[config.mk]
export PLATFORM = sky130hd
export DESIGN_NAME = dlms_response_header_parser_top
export DESIGN_NICKNAME = d
export VERILOG_FILES = /design/src/rtl/dlms_rhp_pkg.sv /design/src/rtl/dlms_rhp_cfg.sv /design/src/rtl/dlms_rhp_decoder.sv /design/src/rtl/dlms_response_header_parser_top.sv
export SDC_FILE = /design/constraint.sdc
export NUM_CORES = 1
export LEC_CHECK = 0
export BUFFER_PORTS_ARGS = -buffer_cell sky130_fd_sc_hd__clkbuf_2
export CAP_MARGIN = 20
export CORE_MARGIN = 2
export CORE_UTILIZATION = 50
export CTS_BUF_LIST = sky130_fd_sc_hd__clkbuf_4 sky130_fd_sc_hd__clkbuf_8 sky130_fd_sc_hd__clkbuf_16
export DETAILED_ROUTE_END_ITERATION = 7
export GPL_ROUTABILITY_DRIVEN = 0
export GPL_TIMING_DRIVEN = 0
export PLACE_DENSITY = 0.81
export SLEW_MARGIN = 25
export SYNTH_ARGS = -nofsm -noshare
export SYNTH_HDL_FRONTEND = slang
export SYNTH_SLANG_ARGS = --single-unit
export TNS_END_PERCENT = 20
[constraint.sdc]
create_clock -name aclk -period 6.75 [get_ports aclk]
set_input_delay 0 -clock aclk [delete_from_list [all_inputs] [get_ports aclk]]
set_output_delay 0 -clock aclk [all_outputs]
set_load 0.05 [all_outputs]
[src/rtl/dlms_rhp_pkg.sv]
// ----------------------------------------------------------------------------
// dlms_rhp_pkg
// Types, codes and lookup functions for the DLMS response header parser.
// ----------------------------------------------------------------------------
`timescale 1ns / 1ps

package dlms_rhp_pkg;

    localparam int CFG_ADDR_W = 4;
    localparam int CFG_DATA_W = 32;

    localparam logic [1:0] REG_GET_TAG    = 2'd0;
    localparam logic [1:0] REG_SET_TAG    = 2'd1;
    localparam logic [1:0] REG_ACTION_TAG = 2'd2;
    localparam logic [1:0] REG_EXC_TAG    = 2'd3;

    localparam logic [7:0] GET_TAG_RST    = 8'd196;
    localparam logic [7:0] SET_TAG_RST    = 8'd197;
    localparam logic [7:0] ACTION_TAG_RST = 8'd199;
    localparam logic [7:0] EXC_TAG_RST    = 8'd216;

    localparam logic [2:0] SVC_NONE = 3'd0;
    localparam logic [2:0] SVC_GET  = 3'd1;
    localparam logic [2:0] SVC_SET  = 3'd2;
    localparam logic [2:0] SVC_ACT  = 3'd3;
    localparam logic [2:0] SVC_EXC  = 3'd4;

    localparam logic [1:0] FORM_OTHER  = 2'd0;
    localparam logic [1:0] FORM_NORMAL = 2'd1;
    localparam logic [1:0] FORM_BLOCK  = 2'd2;

    localparam logic [7:0] RESP_TYPE_NORMAL = 8'd1;
    localparam logic [7:0] RESP_TYPE_BLOCK  = 8'd2;
    localparam logic [7:0] CHOICE_DATA      = 8'd0;
    localparam logic [7:0] CHOICE_RESULT    = 8'd1;
    localparam logic [7:0] GDR_ABSENT       = 8'd0;
    localparam logic [7:0] GDR_PRESENT      = 8'd1;

    localparam logic [8:0] ACCESS_NOT_SET = 9'd256;
    localparam logic [8:0] ACCESS_SUCCESS = 9'd0;

    typedef struct packed {
        logic [7:0] get_tag;
        logic [7:0] set_tag;
        logic [7:0] action_tag;
        logic [7:0] exc_tag;
    } tags_t;

    typedef struct packed {
        logic        header_valid;
        logic [2:0]  service_kind;
        logic [1:0]  response_form;
        logic [7:0]  invoke_byte;
        logic [8:0]  access_code;
        logic [7:0]  action_code;
        logic        data_follows;
        logic [7:0]  last_block_flag;
        logic [31:0] block_num;
        logic [7:0]  state_error;
        logic [7:0]  service_error;
        logic        more_blocks;
    } result_t;

    function automatic logic known_access(input logic [7:0] code);
        logic hit;
        case (code) inside
            [8'd0:8'd4], 8'd9, [8'd11:8'd19], 8'd250: hit = 1'b1;
            default: hit = 1'b0;
        endcase
        return hit;
    endfunction

    function automatic logic known_action(input logic [7:0] code);
        logic hit;
        case (code) inside
            [8'd0:8'd4], 8'd9, [8'd11:8'd16], 8'd250: hit = 1'b1;
            default: hit = 1'b0;
        endcase
        return hit;
    endfunction

endpackage

[src/rtl/dlms_rhp_cfg.sv]
// ----------------------------------------------------------------------------
// dlms_rhp_cfg
// APB register bank holding the four service tag bytes.
// ----------------------------------------------------------------------------
`timescale 1ns / 1ps

module dlms_rhp_cfg (
    input  logic                                aclk,
    input  logic                                aresetn,
    input  logic                                psel,
    input  logic                                penable,
    input  logic                                pwrite,
    input  logic [dlms_rhp_pkg::CFG_ADDR_W-1:0] paddr,
    input  logic [dlms_rhp_pkg::CFG_DATA_W-1:0] pwdata,
    output logic [dlms_rhp_pkg::CFG_DATA_W-1:0] prdata,
    output logic                                pready,
    output dlms_rhp_pkg::tags_t                 tags
);
    import dlms_rhp_pkg::*;

    tags_t      tags_reg;
    logic       wr_en;
    logic [1:0] reg_idx;
    logic [7:0] rd_byte;

    assign pready  = 1'b1;
    assign wr_en   = psel && penable && pwrite && pready;
    assign reg_idx = paddr[3:2];

    always_ff @(posedge aclk) begin
        if (!aresetn) begin
            tags_reg.get_tag    <= GET_TAG_RST;
            tags_reg.set_tag    <= SET_TAG_RST;
            tags_reg.action_tag <= ACTION_TAG_RST;
            tags_reg.exc_tag    <= EXC_TAG_RST;
        end else if (wr_en) begin
            case (reg_idx)
                REG_GET_TAG:    tags_reg.get_tag    <= pwdata[7:0];
                REG_SET_TAG:    tags_reg.set_tag    <= pwdata[7:0];
                REG_ACTION_TAG: tags_reg.action_tag <= pwdata[7:0];
                REG_EXC_TAG:    tags_reg.exc_tag    <= pwdata[7:0];
                default: ;
            endcase
        end
    end

    always_comb begin
        case (reg_idx)
            REG_GET_TAG:    rd_byte = tags_reg.get_tag;
            REG_SET_TAG:    rd_byte = tags_reg.set_tag;
            REG_ACTION_TAG: rd_byte = tags_reg.action_tag;
            REG_EXC_TAG:    rd_byte = tags_reg.exc_tag;
            default:        rd_byte = 8'd0;
        endcase
    end

    assign prdata = {{(CFG_DATA_W-8){1'b0}}, rd_byte};
    assign tags   = tags_reg;

endmodule

[src/rtl/dlms_rhp_decoder.sv]
// ----------------------------------------------------------------------------
// dlms_rhp_decoder
// Per-byte parse state machine; one byte is consumed on each step.
// ----------------------------------------------------------------------------
`timescale 1ns / 1ps

module dlms_rhp_decoder (
    input  logic                  aclk,
    input  logic                  aresetn,
    input  logic                  step,
    input  logic [7:0]            data_byte,
    input  logic                  first_byte,
    input  logic                  last_byte,
    input  dlms_rhp_pkg::tags_t   tags,
    output logic                  emit,
    output dlms_rhp_pkg::result_t result
);
    import dlms_rhp_pkg::*;

    typedef enum logic [3:0] {
        PH_IDLE,
        PH_TYPE,
        PH_INVOKE,
        PH_RESULT,
        PH_GDR_FLAG,
        PH_CHOICE,
        PH_ACCESS,
        PH_LAST_BLOCK,
        PH_BLOCK,
        PH_EXC_STATE,
        PH_EXC_SERVICE
    } phase_t;

    phase_t      phase_reg,      phase_next;
    logic        done_reg,       done_next;
    logic [2:0]  service_reg,    service_next;
    logic [1:0]  form_reg,       form_next;
    logic [7:0]  invoke_reg,     invoke_next;
    logic [8:0]  access_reg,     access_next;
    logic [7:0]  action_reg,     action_next;
    logic        data_flag_reg,  data_flag_next;
    logic [7:0]  last_block_reg, last_block_next;
    logic [31:0] block_reg,      block_next;
    logic [1:0]  count_reg,      count_next;
    logic [7:0]  state_err_reg,  state_err_next;

    logic        fin;
    logic        ok;
    logic [7:0]  svc_err;
    logic        live;

    always_comb begin
        phase_next      = phase_reg;
        done_next       = done_reg;
        service_next    = service_reg;
        form_next       = form_reg;
        invoke_next     = invoke_reg;
        access_next     = access_reg;
        action_next     = action_reg;
        data_flag_next  = data_flag_reg;
        last_block_next = last_block_reg;
        block_next      = block_reg;
        count_next      = count_reg;
        state_err_next  = state_err_reg;
        fin             = 1'b0;
        ok              = 1'b0;
        svc_err         = 8'd0;
        live            = step && (first_byte || !done_reg);

        if (first_byte) begin
            phase_next      = PH_IDLE;
            done_next       = 1'b0;
            service_next    = SVC_NONE;
            form_next       = FORM_OTHER;
            invoke_next     = 8'd0;
            access_next     = ACCESS_NOT_SET;
            action_next     = 8'd0;
            data_flag_next  = 1'b0;
            last_block_next = 8'd0;
            block_next      = 32'd0;
            count_next      = 2'd0;
            state_err_next  = 8'd0;
        end

        if (live) begin
            case (phase_next)
                PH_IDLE: begin
                    if (data_byte == tags.get_tag) begin
                        service_next = SVC_GET;
                        phase_next   = PH_TYPE;
                    end else if (data_byte == tags.set_tag) begin
                        service_next = SVC_SET;
                        phase_next   = PH_TYPE;
                    end else if (data_byte == tags.action_tag) begin
                        service_next = SVC_ACT;
                        phase_next   = PH_TYPE;
                    end else if (data_byte == tags.exc_tag) begin
                        service_next = SVC_EXC;
                        phase_next   = PH_EXC_STATE;
                    end else begin
                        fin = 1'b1;
                    end
                end
                PH_TYPE: begin
                    if (data_byte == RESP_TYPE_NORMAL) form_next = FORM_NORMAL;
                    else if (data_byte == RESP_TYPE_BLOCK) form_next = FORM_BLOCK;
                    else form_next = FORM_OTHER;
                    phase_next = PH_INVOKE;
                end
                PH_INVOKE: begin
                    invoke_next = data_byte;
                    if (form_next == FORM_NORMAL) phase_next = PH_RESULT;
                    else if (form_next == FORM_BLOCK) phase_next = PH_LAST_BLOCK;
                    else begin
                        fin = 1'b1;
                        ok  = 1'b1;
                    end
                end
                PH_RESULT: begin
                    if (service_next == SVC_ACT) begin
                        if (known_action(data_byte)) begin
                            action_next = data_byte;
                            phase_next  = PH_GDR_FLAG;
                        end else begin
                            fin = 1'b1;
                        end
                    end else begin
                        fin = 1'b1;
                        if (known_access(data_byte)) begin
                            access_next = {1'b0, data_byte};
                            ok          = 1'b1;
                        end else begin
                            access_next = ACCESS_NOT_SET;
                        end
                    end
                end
                PH_GDR_FLAG: begin
                    if (data_byte == GDR_ABSENT) begin
                        fin = 1'b1;
                        ok  = 1'b1;
                    end else if (data_byte == GDR_PRESENT) begin
                        phase_next = PH_CHOICE;
                    end else begin
                        fin = 1'b1;
                    end
                end
                PH_CHOICE: begin
                    if (data_byte == CHOICE_DATA) begin
                        data_flag_next = 1'b1;
                        access_next    = ACCESS_SUCCESS;
                        fin            = 1'b1;
                        ok             = 1'b1;
                    end else if (data_byte == CHOICE_RESULT) begin
                        phase_next = PH_ACCESS;
                    end else begin
                        fin = 1'b1;
                    end
                end
                PH_ACCESS: begin
                    fin = 1'b1;
                    if (known_access(data_byte)) begin
                        access_next = {1'b0, data_byte};
                        ok          = 1'b1;
                    end
                end
                PH_LAST_BLOCK: begin
                    last_block_next = data_byte;
                    count_next      = 2'd0;
                    phase_next      = PH_BLOCK;
                end
                PH_BLOCK: begin
                    block_next = {block_next[23:0], data_byte};
                    if (count_next == 2'd3) begin
                        access_next = ACCESS_SUCCESS;
                        fin         = 1'b1;
                        ok          = 1'b1;
                    end else begin
                        count_next = count_next + 2'd1;
                    end
                end
                PH_EXC_STATE: begin
                    state_err_next = data_byte;
                    phase_next     = PH_EXC_SERVICE;
                end
                PH_EXC_SERVICE: begin
                    svc_err = data_byte;
                    fin     = 1'b1;
                    ok      = 1'b1;
                end
                default: begin
                    fin = 1'b1;
                end
            endcase
            if (last_byte) fin = 1'b1;
            if (fin) begin
                done_next  = 1'b1;
                phase_next = PH_IDLE;
            end
        end
    end

    always_ff @(posedge aclk) begin
        if (!aresetn) begin
            phase_reg <= PH_IDLE;
            done_reg  <= 1'b1;
        end else if (step) begin
            phase_reg      <= phase_next;
            done_reg       <= done_next;
            service_reg    <= service_next;
            form_reg       <= form_next;
            invoke_reg     <= invoke_next;
            access_reg     <= access_next;
            action_reg     <= action_next;
            data_flag_reg  <= data_flag_next;
            last_block_reg <= last_block_next;
            block_reg      <= block_next;
            count_reg      <= count_next;
            state_err_reg  <= state_err_next;
        end
    end

    assign emit = live && fin;

    always_comb begin
        result.header_valid    = ok;
        result.service_kind    = service_next;
        result.response_form   = form_next;
        result.invoke_byte     = invoke_next;
        result.access_code     = access_next;
        result.action_code     = action_next;
        result.data_follows    = data_flag_next;
        result.last_block_flag = last_block_next;
        result.block_num       = block_next;
        result.state_error     = state_err_next;
        result.service_error   = svc_err;
        result.more_blocks     = ok && (form_next == FORM_BLOCK) && (last_block_next == 8'd0);
    end

endmodule

[src/rtl/dlms_response_header_parser_top.sv]
// ----------------------------------------------------------------------------
// dlms_response_header_parser_top
// DLMS/COSEM response APDU header parser with APB tag registers.
// ----------------------------------------------------------------------------
// Accepts one APDU byte per cycle while no result is held by m_ready low, and
// returns at most one summary transfer per APDU. A byte is captured in an
// input register at its transfer edge and decoded against the parse state
// once it can advance; any summary is then loaded into the result register,
// which drives m_valid. The input stage only waits while a result is held by
// m_ready low.
`timescale 1ns / 1ps

module dlms_response_header_parser_top (
    input  logic                                aclk,
    input  logic                                aresetn,
    input  logic                                s_valid,
    output logic                                s_ready,
    input  logic [7:0]                          s_data_byte,
    input  logic                                s_first_byte,
    input  logic                                s_last_byte,
    output logic                                m_valid,
    input  logic                                m_ready,
    output logic                                m_header_valid,
    output logic [2:0]                          m_service_kind,
    output logic [1:0]                          m_response_form,
    output logic [7:0]                          m_invoke_byte,
    output logic [8:0]                          m_access_code,
    output logic [7:0]                          m_action_code,
    output logic                                m_data_follows,
    output logic [7:0]                          m_last_block_flag,
    output logic [31:0]                         m_block_num,
    output logic [7:0]                          m_state_error,
    output logic [7:0]                          m_service_error,
    output logic                                m_more_blocks,
    input  logic                                psel,
    input  logic                                penable,
    input  logic                                pwrite,
    input  logic [dlms_rhp_pkg::CFG_ADDR_W-1:0] paddr,
    input  logic [dlms_rhp_pkg::CFG_DATA_W-1:0] pwdata,
    output logic [dlms_rhp_pkg::CFG_DATA_W-1:0] prdata,
    output logic                                pready
);
    import dlms_rhp_pkg::*;

    tags_t      tags;
    logic       in_valid_reg;
    logic [7:0] in_data_reg;
    logic       in_first_reg;
    logic       in_last_reg;
    logic       advance;
    logic       emit;
    result_t    dec_result;
    logic       out_valid_reg;
    result_t    out_reg;

    dlms_rhp_cfg u_cfg (
        .aclk    (aclk),
        .aresetn (aresetn),
        .psel    (psel),
        .penable (penable),
        .pwrite  (pwrite),
        .paddr   (paddr),
        .pwdata  (pwdata),
        .prdata  (prdata),
        .pready  (pready),
        .tags    (tags)
    );

    assign advance = in_valid_reg && (!out_valid_reg || m_ready);
    assign s_ready = !in_valid_reg || advance;

    always_ff @(posedge aclk) begin
        if (!aresetn) begin
            in_valid_reg <= 1'b0;
        end else if (s_ready) begin
            in_valid_reg <= s_valid;
        end
        if (s_valid && s_ready) begin
            in_data_reg  <= s_data_byte;
            in_first_reg <= s_first_byte;
            in_last_reg  <= s_last_byte;
        end
    end

    dlms_rhp_decoder u_decoder (
        .aclk       (aclk),
        .aresetn    (aresetn),
        .step       (advance),
        .data_byte  (in_data_reg),
        .first_byte (in_first_reg),
        .last_byte  (in_last_reg),
        .tags       (tags),
        .emit       (emit),
        .result     (dec_result)
    );

    always_ff @(posedge aclk) begin
        if (!aresetn) begin
            out_valid_reg <= 1'b0;
        end else if (emit) begin
            out_valid_reg <= 1'b1;
        end else if (m_ready) begin
            out_valid_reg <= 1'b0;
        end
        if (emit) begin
            out_reg <= dec_result;
        end
    end

    assign m_valid           = out_valid_reg;
    assign m_header_valid    = out_reg.header_valid;
    assign m_service_kind    = out_reg.service_kind;
    assign m_response_form   = out_reg.response_form;
    assign m_invoke_byte     = out_reg.invoke_byte;
    assign m_access_code     = out_reg.access_code;
    assign m_action_code     = out_reg.action_code;
    assign m_data_follows    = out_reg.data_follows;
    assign m_last_block_flag = out_reg.last_block_flag;
    assign m_block_num       = out_reg.block_num;
    assign m_state_error     = out_reg.state_error;
    assign m_service_error   = out_reg.service_error;
    assign m_more_blocks     = out_reg.more_blocks;

endmodule

### Word level (Yosys, flattened, before mapping)

Cells that the tools add are included.

| word-level totals | value |
|---|---|
| register bits | 219 |
| input bits | 53 |
| output and inout bits | 124 |
| word-level logic and storage cells | 195 |

| operators by class | value |
|---|---|
| $add $sub $neg | 1 |
| order comparisons | 5 |
| equal/unequal tests | 26 |
| multiplexer cells | 98 |
| reduce and logical (&&, ||, !) cells | 32 |

Operators by type and width:

| cell | number |
|---|---|
| 2-to-1 mux 8 bit | 14 |
| 2-to-1 mux 32 bit | 3 |
| 2-to-1 mux 9 bit | 7 |
| 2-to-1 mux 4 bit | 15 |
| 2-to-1 mux 1 bit | 38 |
| case mux 9 bit (4 select lines) | 1 |
| equality test 8 bit | 4 |
| case mux 4 bit (8 select lines) | 1 |
| case mux 8 bit (4 select lines) | 1 |
| 2-to-1 mux 3 bit | 7 |
| equality test 4 x 3 -> 1 bit (second input constant) | 4 |
| less-or-equal comparator 8 x 5 -> 1 bit (second input constant) | 2 |
| zero test 8 bit | 2 |
| 2-to-1 mux 2 bit | 8 |
| equality test 4 bit (second input constant) | 3 |
| case mux 1 bit (6 select lines) | 2 |
| AND reduction 2 bit | 6 |
| logical AND 1 bit | 11 |
| equality test 2 bit (second input constant) | 5 |
| equality test 4 x 2 -> 1 bit (second input constant) | 2 |
| equality test 8 x 1 -> 1 bit (second input constant) | 1 |
| equality test 8 x 2 -> 1 bit (second input constant) | 1 |
| equality test 8 x 4 -> 1 bit (second input constant) | 1 |
| equality test 8 bit (second input constant) | 1 |
| 16 further kinds | 22 |

### Logic depth before layout (Yosys ltp)

| depth | value |
|---|---|
| depth after elaboration | 15 |
| depth in mapped cells | 10 |
| gate-level depth less buffers | 8 |

### Cells and area by module

A second synthesis with hierarchy kept.

| second synthesis, totals | value |
|---|---|
| cell total of the unflattened synthesis | 823 |
| area total of the unflattened synthesis | 9741.8 um^2 |

By module, submodules not included:

| module | times used | cells each | area each (um^2) | seq. area each (um^2) |
|---|---|---|---|---|
| dlms_rhp_decoder | 1 | 546 | 4996.0 | 2532.4 |
| dlms_response_header_parser_top | 1 | 108 | 3076.7 | 3012.9 |
| dlms_rhp_cfg | 1 | 169 | 1669.1 | 640.6 |

### Worst setup path after synthesis

Ideal clock, no wire load.

| timing | value |
|---|---|
| kind | reg2reg |
| from | register u_decoder.phase_reg[2] |
| to | register out_reg, in the netlist m_access_code[0], enable pin |
| setup time | 0.593 ns |
| data arrival time | 6.277 ns |
| required time | 6.157 ns |
| slack | -0.120 ns |
| cell stages (with the launch flop) | 7 |
| path buffers | 1 |
| clock period less this slack | 6.870 ns |
| cell sequence | dfxtp_1 -> or2_1 -> clkbuf_1 -> o31a_1 -> o21ba_2 -> nand4_1 -> a31oi_1 |

| on the way | value |
|---|---|
| cells in the longest elaborated chain, start to end | 8 |
| elaborated cells between the ends (all ways) | 17 |
| classes of those cells | 8 x eq/ne; 5 x mux; 4 x reduce/logical |

Ends and longest elaborated chain:

| item | line | RTL |
|---|---|---|
| start: declaration | dlms_rhp_decoder.sv:34 | `phase_t phase_reg, phase_next;` |
| start signal: assignment | dlms_rhp_decoder.sv:207 | `phase_reg <= phase_next;` |
| 2-to-1 mux 4 bit (*) | dlms_rhp_decoder.sv:70 | `if (first_byte) begin` |
| equality test 4 x 3 -> 1 bit, or another cell as far along | dlms_rhp_decoder.sv:86 | `case (phase_next)` |
| OR reduction 3 bit (no line) / OR reduction 2 bit (equally long branches) | -- |  |
| case mux 1 bit (6 select lines) (*) | dlms_rhp_decoder.sv:86 |  |
| 2-to-1 mux 1 bit (*) | dlms_rhp_decoder.sv:194 | `if (last_byte) fin = 1'b1;` |
| 2-to-1 mux 1 bit (*) (2 in series) | dlms_rhp_decoder.sv:85 | `if (live) begin` |
| logical AND 1 bit (*) | dlms_rhp_decoder.sv:222 | `assign emit = live && fin;` |
| net emit | dlms_response_header_parser_top.sv:51 | `logic emit;` |
| end signal: assignment | dlms_response_header_parser_top.sv:106 | `out_reg <= dec_result;` |
| end: declaration | dlms_response_header_parser_top.sv:54 | `result_t out_reg;` |

The timed path passes the listed nets; every way through them passes the cells marked *. The select of a mux whose other input is x is not followed.
A chain may end at the register's enable or synchronous reset.

### Worst setup path in the final report

| timing | value |
|---|---|
| from | register in_first_reg |
| to | register out_reg, in the netlist m_access_code[6], enable pin |

| on the way | value |
|---|---|
| cells in the longest elaborated chain, start to end | 9 |
| elaborated cells between the ends (all ways) | 30 |
| classes of those cells | 12 x eq/ne; 12 x mux; 6 x reduce/logical |

Ends and longest elaborated chain:

| item | line | RTL |
|---|---|---|
| start: declaration | dlms_response_header_parser_top.sv:48 | `logic in_first_reg;` |
| start signal: assignment | dlms_response_header_parser_top.sv:80 | `in_first_reg <= s_first_byte;` |
| 2-to-1 mux 2 bit | dlms_rhp_decoder.sv:70 |  |
| equality test 2 bit | dlms_rhp_decoder.sv:113 | `else if (form_next == FORM_BLOCK) phase_next = PH_LAST_BLOCK;` |
| 2-to-1 mux 1 bit | dlms_rhp_decoder.sv:113 |  |
| 2-to-1 mux 1 bit | dlms_rhp_decoder.sv:112 | `if (form_next == FORM_NORMAL) phase_next = PH_RESULT;` |
| case mux 1 bit (6 select lines) | dlms_rhp_decoder.sv:86 |  |
| 2-to-1 mux 1 bit | dlms_rhp_decoder.sv:194 |  |
| 2-to-1 mux 1 bit (2 in series) | dlms_rhp_decoder.sv:85 |  |
| logical AND 1 bit (*) | dlms_rhp_decoder.sv:222 |  |
| net emit | dlms_response_header_parser_top.sv:51 |  |

Marks and branches as above.

==> flow_summary.ini <==
[floorplanning]
io_pins = 177
fp.coreArea_um2 = 18800
die_w_um = 143
die_area_um2 = 20500
dieHeight_um = 143
rows = 50
initial_core_util_pct = 51.5

[synth]
synth_commonest_cells = edfxtp_1 (180), nand2_1 (154), o21ai_0 (51), a21oi_1 (40), dfxtp_1 (39)
yosys.area.top_type_share_pct = 55.8
synth.top_cells.by_area = edfxtp_1 (56%), dfxtp_1 (8.1%), nand2_1 (6.0%)
ys_seq_area_share_pct = 63.8
ys_warn_count = 0
yosysMostFrequentCell = edfxtp_1
synth_edf_count = 180
synth_cell_types = 68
synth_ff_type = edfxtp_1
synthCells = 817
syn_avg_cell_area_um2 = 11.9
synth_seq_cells = 219
yosysTopAreaCell = edfxtp_1
synthesis.area_um2 = 9690
async_reset_ff_share_pct = 0

[routing]
drtPass1Iterations = 6
drt-total-wl_um = 23400
drc_errors = 0
wire_per_inst_um = 18.0
vias = 7173
ant_nets = 0
initialDrtViolationCount = 759
detail_route.vias_per_cell = 5.53

[sta]
finClkSkew_ns = 0.0162
fin_ws_ns = 2.83
fmax_ghz = 0.255
hold_viol_final = 0
worstMarginPinSlew_ns = 1.02
min_period_over_period_pct = 58.1
maxSlewViolCount = 0
relSlewSlack_pct = 31.8
post-route-min-period_ns = 3.92
setup_tns_ns = 0
setup_viol = 0
rsz0062_at_grt = no

[clock_tree]
clk_pin_slew_worst_paths_ns = 0.06
clockBufferDepth = 3
cts_tree = yes
worstSkewPairLatency_ns = 0.51
htreeDepth = 1
cts-root-buf = clkbuf_16
cts_setup_buffers = 0
numClockSinks = 219
cts_made_buffers = 23

[layout]
n_fill_cell = 1410
synthToLayoutAreaGrowth_pct = 22.6
fin_nets = 1074
diodes = 0
drive_gt1_share_pct = 22.8

[global_routing]
antenna_found_initial = 0
grt-ovfl-total = 0
grt_pass1_wl_um = 36100
grt_pass1_vias = 6736
grt_start_max_net_pins = 49
grt.total_usage_pct = 22.6

[critical_path]
cp-end-kind = flip-flop
cp_common_cell = buf_16
worstSetupPathType = flip-flop to flip-flop
r2r-start = in_first_reg
crit_start = in_first_reg
arrival_ns = 4.19
crit_path_max_incr_delay_ns = 0.51
r2r.worst_path.cells = 11
reg2reg_to = m_access_code[6]
crit_fanout = 25
crit_chain = clkbuf_1 -> inv_1 -> clkbuf_1 -> nand2_1 -> ha_1 -> a32oi_1 -> nor3b_1 -> a31oi_4 -> buf_16 -> buf_16 -> buf_16
slowest_stage = nor3b_1
reg2reg_slack_ns = 2.83
endpoint = m_access_code[6]
worst_setup_path_start_kind = flip-flop
crit_required_ns = 7.01

[placed_design]
place_ws_ns = 2.90
dp_hpwl_um = 16100
port_buffers = 124

[pwr]
power_switching_w = 0.000742
ir_worst_vdd_v = 0.000179
switching_share_pct = 24.4
seq_power_share_pct = 50.0
p_per_area_nw_per_um2 = 256
leakagePower_nw = 4.50
combPwrFrac_pct = 9.5
power_frac_clock_pct = 40.5
intPower_w = 0.00230

[flow_run]
drv_cap = 0

[min_path]
hold_path_class = input port to flip-flop
hold_path_depth = 3

[run_status]
status = completed
[critical path, delay by kind of cell, from the launching register on]
family / cells / cell delay (ns)
buf+inv: 6 / 1.58
simple gates: 2 / 0.69
compound gates: 2 / 0.65
flops: 1 / 0.37
fa+ha+maj: 1 / 0.34
[per-stage QoR]
step           hold WS [ns]  instances  instance area (um^2)  power, W  util [%]
2_1_floorplan        0.0989        840                  9780   0.00175         -
3_3_place_gp          0.178       1224                 10700   0.00181      57.0
3_5_place_dp          0.179       1229                 10900   0.00182      57.8
4_1_cts              0.0188       1296                 11900   0.00305      63.1
5_1_grt              0.0762       1296                 11900   0.00313      63.1
6_report             0.0526       1296                 11900   0.00304      63.1
[timing repair]
action / CTS / global route
hold buffers: 25 / 0
setup endpoints to repair: 0 / 0
gates resized for setup: 0 / 0
endpoints found under the hold margin: 44 / 0
[power by group through the flow]
stage	Sequential (W)	Combinational [W]	Clock, W
after floorplan	0.00160	0.000144	0
after global placement	0.00155	0.000260	0
after CTS	0.00152	0.000286	0.00124
after global routing	0.00152	0.000306	0.00130
final	0.00152	0.000289	0.00123
after detailed placement	0.00155	0.000275	0
[kinds of logic after synthesis]
family          synth area share, %
buf+inv                        4.79
simple gates                   14.8
compound gates                 8.96
fa+ha+maj                     0.258
other cells                  0.0775
flops                          63.8
mux                            4.20
xor+xnor                       3.07
[layout make-up]
class / count / area (um^2) / area share, %
Sequential cell: 219 / 6190 / 52.1
Multi-Input combinational cell: 527 / 3150 / 26.5
Timing Repair Buffer: 154 / 1010 / 8.49
Clock buffer: 29 / 639 / 5.38
Buffer: 74 / 389 / 3.28
Tap cell: 260 / 325 / 2.74
Clock inverter: 13 / 101 / 0.853
Inverter: 20 / 75.1 / 0.632
[per-layer routing]
metal	vias up	track usage (%)	wire length, um
met5	-	0	0
li1	3325	-	-
met1	3376	31.5	9490
met3	55	3.19	2060
met2	417	36.5	11000
met4	0	8.20	794
[cells in the final DEF, fill, tap and decap left out, types with 3 or more instances in the layout]
cell type and n:
edfxtp_1 180, nand2_1 154, clkbuf_2 124, o21ai_0 51
a21oi_1 40, dfxtp_1 39, nand3_1 36, clkbuf_1 30
buf_4 25, conb_1 25, dlygate4sd3_1 25, xor2_1 24
clkbuf_16 23, inv_1 20, mux2i_1 20, nor2b_1 18
nor2_1 15, buf_2 14, nor4_1 14, nor3_1 10
xnor2_1 10, nand4_1 8, mux4_2 8, a21boi_0 7
nand2b_1 6, and2_1 6, buf_1 5, clkinv_2 5
buf_16 5, or3_1 4, a22oi_1 4, nor4b_1 3
a22o_1 3, a211oi_1 3, o2bb2ai_1 3, clkbuf_4 3
clkbuf_8 3
[how the worst min path moves through the flow]
stage              startpoint  slack, ns                      to
2_1_floorplan  s_data_byte[0]        0.1          in_data_reg[0]
3_3_place_gp   s_data_byte[2]       0.18          in_data_reg[2]
3_5_place_dp   s_data_byte[5]       0.18          in_data_reg[5]
4_1_cts               aresetn       0.02  u_decoder.phase_reg[1]
5_1_grt               aresetn       0.08  u_decoder.phase_reg[3]
6_report              aresetn       0.05  u_decoder.phase_reg[3]
Note: power is estimated with default switching activity, not from simulation.
